--- src/sv/sks_pkg.sv ---
// Package for the sorted key set: sizes, command and status codes,
// cell and sequencer control types.
// No dependencies; used by every module of the block.
`timescale 1ns / 1ps
`default_nettype none

package sks_pkg;

    // Store size and key width
    localparam int CAPACITY = 64;
    localparam int KEY_BITS = 32;

    // Fixed port field widths
    localparam int CMD_W    = 3;
    localparam int PKEY_W   = 32;
    localparam int PIDX_W   = 6;
    localparam int STATUS_W = 3;
    localparam int SIZE_W   = 7;
    localparam int S_DATA_W = 48;
    localparam int M_DATA_W = 48;

    // Derived widths
    localparam int IDX_W     = $clog2(CAPACITY);
    localparam int CNT_W     = $clog2(CAPACITY + 1);
    localparam int IDX_CMP_W = (IDX_W > PIDX_W) ? IDX_W : PIDX_W;

    typedef logic [KEY_BITS-1:0] key_t;
    typedef logic [CNT_W-1:0]    count_t;

    typedef enum logic [CMD_W-1:0] {
        CMD_ADD      = 3'd0,
        CMD_REMOVE   = 3'd1,
        CMD_CONTAINS = 3'd2,
        CMD_CLEAR    = 3'd3,
        CMD_READ     = 3'd4
    } cmd_t;

    typedef enum logic [STATUS_W-1:0] {
        ST_OK       = 3'd0,
        ST_DUP      = 3'd1,
        ST_NOTFOUND = 3'd2,
        ST_FULL     = 3'd3,
        ST_RANGE    = 3'd4
    } status_t;

    // What every cell does in the update cycle
    typedef enum logic [1:0] {
        OP_HOLD,
        OP_INSERT,
        OP_REMOVE,
        OP_CLEAR
    } cell_op_t;

    typedef struct packed {
        logic     cmp;   // latch compare flags against the probe key
        cell_op_t op;    // update applied in the update cycle
    } cell_ctrl_t;

    // Sequencer states and strobes
    typedef enum logic [1:0] {
        S_IDLE,
        S_CMP,
        S_UPD
    } seq_state_t;

    typedef struct packed {
        logic load;      // capture input beat
        logic cmp;       // cells compare
        logic upd;       // cells update, result register loads
    } seq_t;

endpackage

`default_nettype wire

--- src/sv/sks_cell.sv ---
// One storage cell of the sorted key chain: holds a key and its valid bit,
// compares against the probe key and shifts with its left and right neighbors.
// Depends on sks_pkg.
`timescale 1ns / 1ps
`default_nettype none

module sks_cell (
    input  wire logic               clk,
    input  wire logic               rst_n,
    input  wire sks_pkg::cell_ctrl_t ctrl,
    input  wire sks_pkg::key_t      probe,
    input  wire logic               sel,
    input  wire sks_pkg::key_t      left_key,
    input  wire logic               left_lt,
    input  wire logic               left_valid,
    input  wire sks_pkg::key_t      right_key,
    input  wire logic               right_valid,
    output sks_pkg::key_t           key,
    output logic                    valid,
    output logic                    lt,
    output logic                    eq,
    output logic                    hit,
    output sks_pkg::key_t           rd
);
    import sks_pkg::*;

    key_t key_reg, key_next;
    logic valid_reg, valid_next;
    logic lt_reg, eq_reg, sel_reg;

    // Key storage follows the chain op
    always_comb
    begin
        key_next   = key_reg;
        valid_next = valid_reg;
        unique case (ctrl.op)
            OP_HOLD:
            begin
                key_next   = key_reg;
                valid_next = valid_reg;
            end
            OP_INSERT:
            begin
                if (!lt_reg)
                begin
                    key_next = left_lt ? probe : left_key;
                    if (!left_lt && !left_valid)
                        key_next = key_reg;
                    key_next   = (!left_lt && left_valid) ? left_key : key_next;
                    key_next   = (left_lt || !left_valid) ? probe : key_next;
                end
                valid_next = valid_reg | left_valid;
            end
            OP_REMOVE:
            begin
                if (!lt_reg)
                    key_next = right_key;
                valid_next = right_valid;
            end
            OP_CLEAR:
            begin
                valid_next = 1'b0;
            end
            default:
            begin
                key_next   = key_reg;
                valid_next = valid_reg;
            end
        endcase
    end

    always_ff @(posedge clk)
    begin
        key_reg <= key_next;
    end

    always_ff @(posedge clk or negedge rst_n)
    begin
        if (!rst_n)
        begin
            valid_reg <= 1'b0;
            lt_reg    <= 1'b0;
            eq_reg    <= 1'b0;
            sel_reg   <= 1'b0;
        end
        else
        begin
            valid_reg <= valid_next;
            if (ctrl.cmp)
            begin
                lt_reg  <= valid_reg && (key_reg < probe);
                eq_reg  <= valid_reg && (key_reg == probe);
                sel_reg <= valid_reg && sel;
            end
        end
    end

    assign key   = key_reg;
    assign valid = valid_reg;
    assign lt    = lt_reg;
    assign eq    = eq_reg;
    assign hit   = sel_reg;
    assign rd    = sel_reg ? key_reg : '0;

endmodule

`default_nettype wire

--- config.mk ---
export PLATFORM = sky130hd
export DESIGN_NAME = sks_cell
export DESIGN_NICKNAME = d
export VERILOG_FILES = /design/src/sv/sks_pkg.sv /design/src/sv/sks_cell.sv
export SDC_FILE = /design/constraint.sdc
export NUM_CORES = 1
export LEC_CHECK = 0
export ABC_CLOCK_PERIOD_IN_PS = 4300
export BUFFER_PORTS_ARGS = -buffer_cell sky130_fd_sc_hd__buf_2
export CORE_MARGIN = 1
export CORE_UTILIZATION = 48
export CTS_CLUSTER_DIAMETER = 200
export DETAILED_ROUTE_END_ITERATION = 6
export HOLD_SLACK_MARGIN = 0.1
export MAX_ROUTING_LAYER = met4
export PLACE_DENSITY = 0.85
export SETUP_SLACK_MARGIN = 0.15
export SKIP_CTS_REPAIR_TIMING = 1
export SLEW_MARGIN = 20
export SYNTH_ARGS = -nofsm -noshare
export SYNTH_HDL_FRONTEND = slang
export SYNTH_SLANG_ARGS = --single-unit
--- constraint.sdc ---
create_clock -name clk -period 4.3 [get_ports clk]
set_input_delay 0.215 -clock clk [delete_from_list [all_inputs] [get_ports clk]]
set_output_delay 0.215 -clock clk [all_outputs]
set_load 0.03 [all_outputs]
==> impl_metrics.tcl <==
set metrics [dict create \
    status "finished, final reports clean" \
    min_period_ns 2.02 \
    die_area_mm2 0.00629 \
    finalClockSkew_ns 0.00560 \
    nNetsFinal 621 \
    hold_path_startpoint "ctrl[2]" \
    floorplan.io_pins 173 \
    p_int_uw 719 \
    post-route-period-util_pct 47.0 \
    synth_cell_type_count 31 \
    yosysSeqAreaShare_pct 37.0 \
    initial_core_util_pct 50.9 \
    ir_drop_uv 207 \
    dr_total_vias 2825 \
    start_kind "flop" \
    crit_start "key[14]" \
    tightest_slew_ns 1.09 \
    cts_tree "done" \
    grt_antenna_before_repair 0 \
    post_synth_main_area_contributors "sky130_fd_sc_hd__edfxtp_1 (33%), sky130_fd_sc_hd__ha_1 (16%), sky130_fd_sc_hd__mux2i_1 (12%), sky130_fd_sc_hd__and2_1 (7.2%), sky130_fd_sc_hd__nand2_1 (5.2%)" \
    grt_pass1_vias 2729 \
    ctsLongestPathBuffers 2 \
    sequentialPowerShare_pct 41.1 \
    timing.critical_path.required_ns 4.47 \
    grt_use_total_pct 25.4 \
    clockPowerShare_pct 19.4 \
    route.detailed.vias_per_inst 5.11 \
    drt_first_pass_iters 4 \
    globalRouteMet1Util_pct 26.7 \
    cts_inserted_buffers 5 \
    floorplan.rows 27 \
    place_area_mm2 0.00378 \
    area.growth.synth_to_final_pct 35.0 \
    detailed_place_hpwl_um 6140 \
    min-delay-path-class "in -> reg" \
    yosys.area.top_type "sky130_fd_sc_hd__edfxtp_1" \
    net-switching-power_uw 447 \
    die_h_um 79.3 \
    h_tree_level_count 2 \
    clkTransAtPathRegs_ns 0.07 \
    num_antenna_cells 0 \
    setup_repair_after_global_routing_missed_its_margin "no" \
    synth_top_area_share_pct 33.5 \
    worst_ep_arrival_time_ns 2.19 \
    detail_route.iter0.violations 83 \
    top_usage_layer "met2" \
    cts_num_sinks 36 \
    grt_start_max_net_pins 35 \
    maxCapViolations 0 \
    worst_r2r_path_depth 6 \
    synthesis.instances 312 \
    timing.final.max_slew_violations 0 \
    dp_worst_slack_ns 2.28 \
    synth_seq_cells 36 \
    postSynthNetCount 453 \
    synth_async_sr_flop_share_pct 11.1 \
    grt_pass1_wl_um 12000 \
    yosysWarningCount 0 \
    commonest_cells_in_the_netlist "sky130_fd_sc_hd__nand2_1 (40), sky130_fd_sc_hd__inv_1 (37), sky130_fd_sc_hd__ha_1 (36), sky130_fd_sc_hd__and2_1 (33), sky130_fd_sc_hd__mux2i_1 (33)" \
    fp.dieW_um 79.3 \
    timing.critical_path.slowest_stage_cell "sky130_fd_sc_hd__nor4_1" \
    global_route.usage.met3_pct 5.06 \
    reg2reg_from "key[14]" \
    cellLeakagePower_nw 2.17 \
    comb_power_share_pct 39.5 \
    timing.final.setup_violations 0 \
    final_cell_area_mm2 0.00387 \
    antenna_left 0 \
    cp.depth 6 \
    timing.setup.critical_path_class "reg -> reg" \
    most_instantiated_library_cell_after_synthesis "sky130_fd_sc_hd__nand2_1" \
    routed_wl_um 7750 \
    power.density_mw_per_mm2 301 \
    floorplan.core_area_mm2 0.00564 \
    slowest_delay_ns 0.41 \
    number_of_port_buffers 172 \
    path_buf_inv 0 \
    setup_tns_ns 0 \
    drcViolationCount 0 \
    synthesis.area_per_instance_um2 9.20 \
    worstSkewPairLatency_ns 0.28 \
    synth_top_flop_cell "sky130_fd_sc_hd__edfxtp_1" \
    worst-path-max-fanout 3 \
    min_delay_path_depth 2 \
    path_delay_family "simple AND/OR/NAND/NOR gates" \
    groute.layer.met2.usage_pct 47.5 \
    cts.root.buffer_cell "sky130_fd_sc_hd__clkbuf_8" \
    maxClockFrequency_mhz 494 \
    globalplace.congestion 0.814 \
    max_ffs_per_register 32 \
    drive_gt1_share_pct 38.0 \
    slew_headroom_pct 27.1 \
    drt-wirelength-per-cell_um 14.0 \
    switching_share_pct 38.3 \
    grt_overflow_total 0 \
    critical_path.cell_chain "ha_1 > nand4_1 > nor4_1 > a21boi_1 > o311ai_1 > a22o_1" \
    setup_crit_end_kind "flop" \
    synth_enable_flop_cells 32 \
    finalWorstSetupSlack_ns 2.28 \
    timing_hold_violations_final 0 \
    netlist_area_mm2 0.00287 \
]
-- metrics by stage --
| stage | hold WS [ns] | power [mW] | cells | utilization, % |
|---|---|---|---|---|
| after floorplan | -0.0806 | 0.780 | 312 | - |
| after global placement | 0.0220 | 0.932 | 544 | 67.1 |
| after detailed placement | 0.0232 | 0.947 | 544 | 67.1 |
| after CTS | -0.283 | 1.17 | 552 | 68.5 |
| after global routing | 0.163 | 1.23 | 553 | 68.7 |
| final | 0.158 | 1.17 | 553 | 68.7 |
-- layout make-up --
cell class / count / area [um^2]
timing repair buffer: 175 / 886
clock inverter: 1 / 3.75
inverter: 37 / 139
fill: 478 / 1770
multi-input combinational: 225 / 1620
sequential: 36 / 1060
tap: 72 / 90.1
clock buffer: 7 / 76.3
-- power groups by stage --
stage | logic (mW) | clock network, mW | registers [mW]
finish | 0.460 | 0.227 | 0.479
global route | 0.501 | 0.248 | 0.485
CTS | 0.462 | 0.231 | 0.479
detailed placement | 0.460 | 0 | 0.487
global placement | 0.449 | 0 | 0.483
floorplan | 0.226 | 0 | 0.554
-- logic make-up after synthesis --
family | after synthesis | synth area share, %
compound gates | 62 | 12.6
fa+ha+maj | 36 | 15.7
buf+inv | 51 | 6.80
flops | 36 | 37.0
mux | 33 | 11.5
simple gates | 94 | 16.4
-- worst register-to-register path: cells and delay by family (launching register included) --
kind | cells | cell delay (ns)
adders and majority gates | 1 | 0.34
AOI/OAI and AO/OA | 3 | 0.56
DFF | 1 | 0.40
and+or+nand+nor | 2 | 0.61
-- placed cells by master (no fill, tap or decap), drive strengths merged, types with 3 or more instances in the layout --
cell / count
dfrtp: 4
nand2: 40
and2: 33
nand4: 6
nor2: 6
o21ai: 36
inv: 37
nand3: 5
a21oi: 12
ha: 36
buf: 174
clkbuf: 7
edfxtp: 32
mux2i: 33
a21o: 3
-- worst paths after layout --
check | to | slack, ns
setup / recovery | lt | 2.28
hold / removal | hit | 0.16
setup reg to reg | lt | 2.28
hold reg to reg | eq | 0.52
max in group asynchronous | lt | 3.90
min in group asynchronous | eq | 0.27
-- routing by layer --
metal | share of wire, % | routed length, um
met1 | 41 | 3140
met2 | 53 | 4080
met3 | 5.3 | 408
met4 | 1.5 | 114
met5 | 0 | 0
No activity file was read; power rests on OpenSTA's default activity.
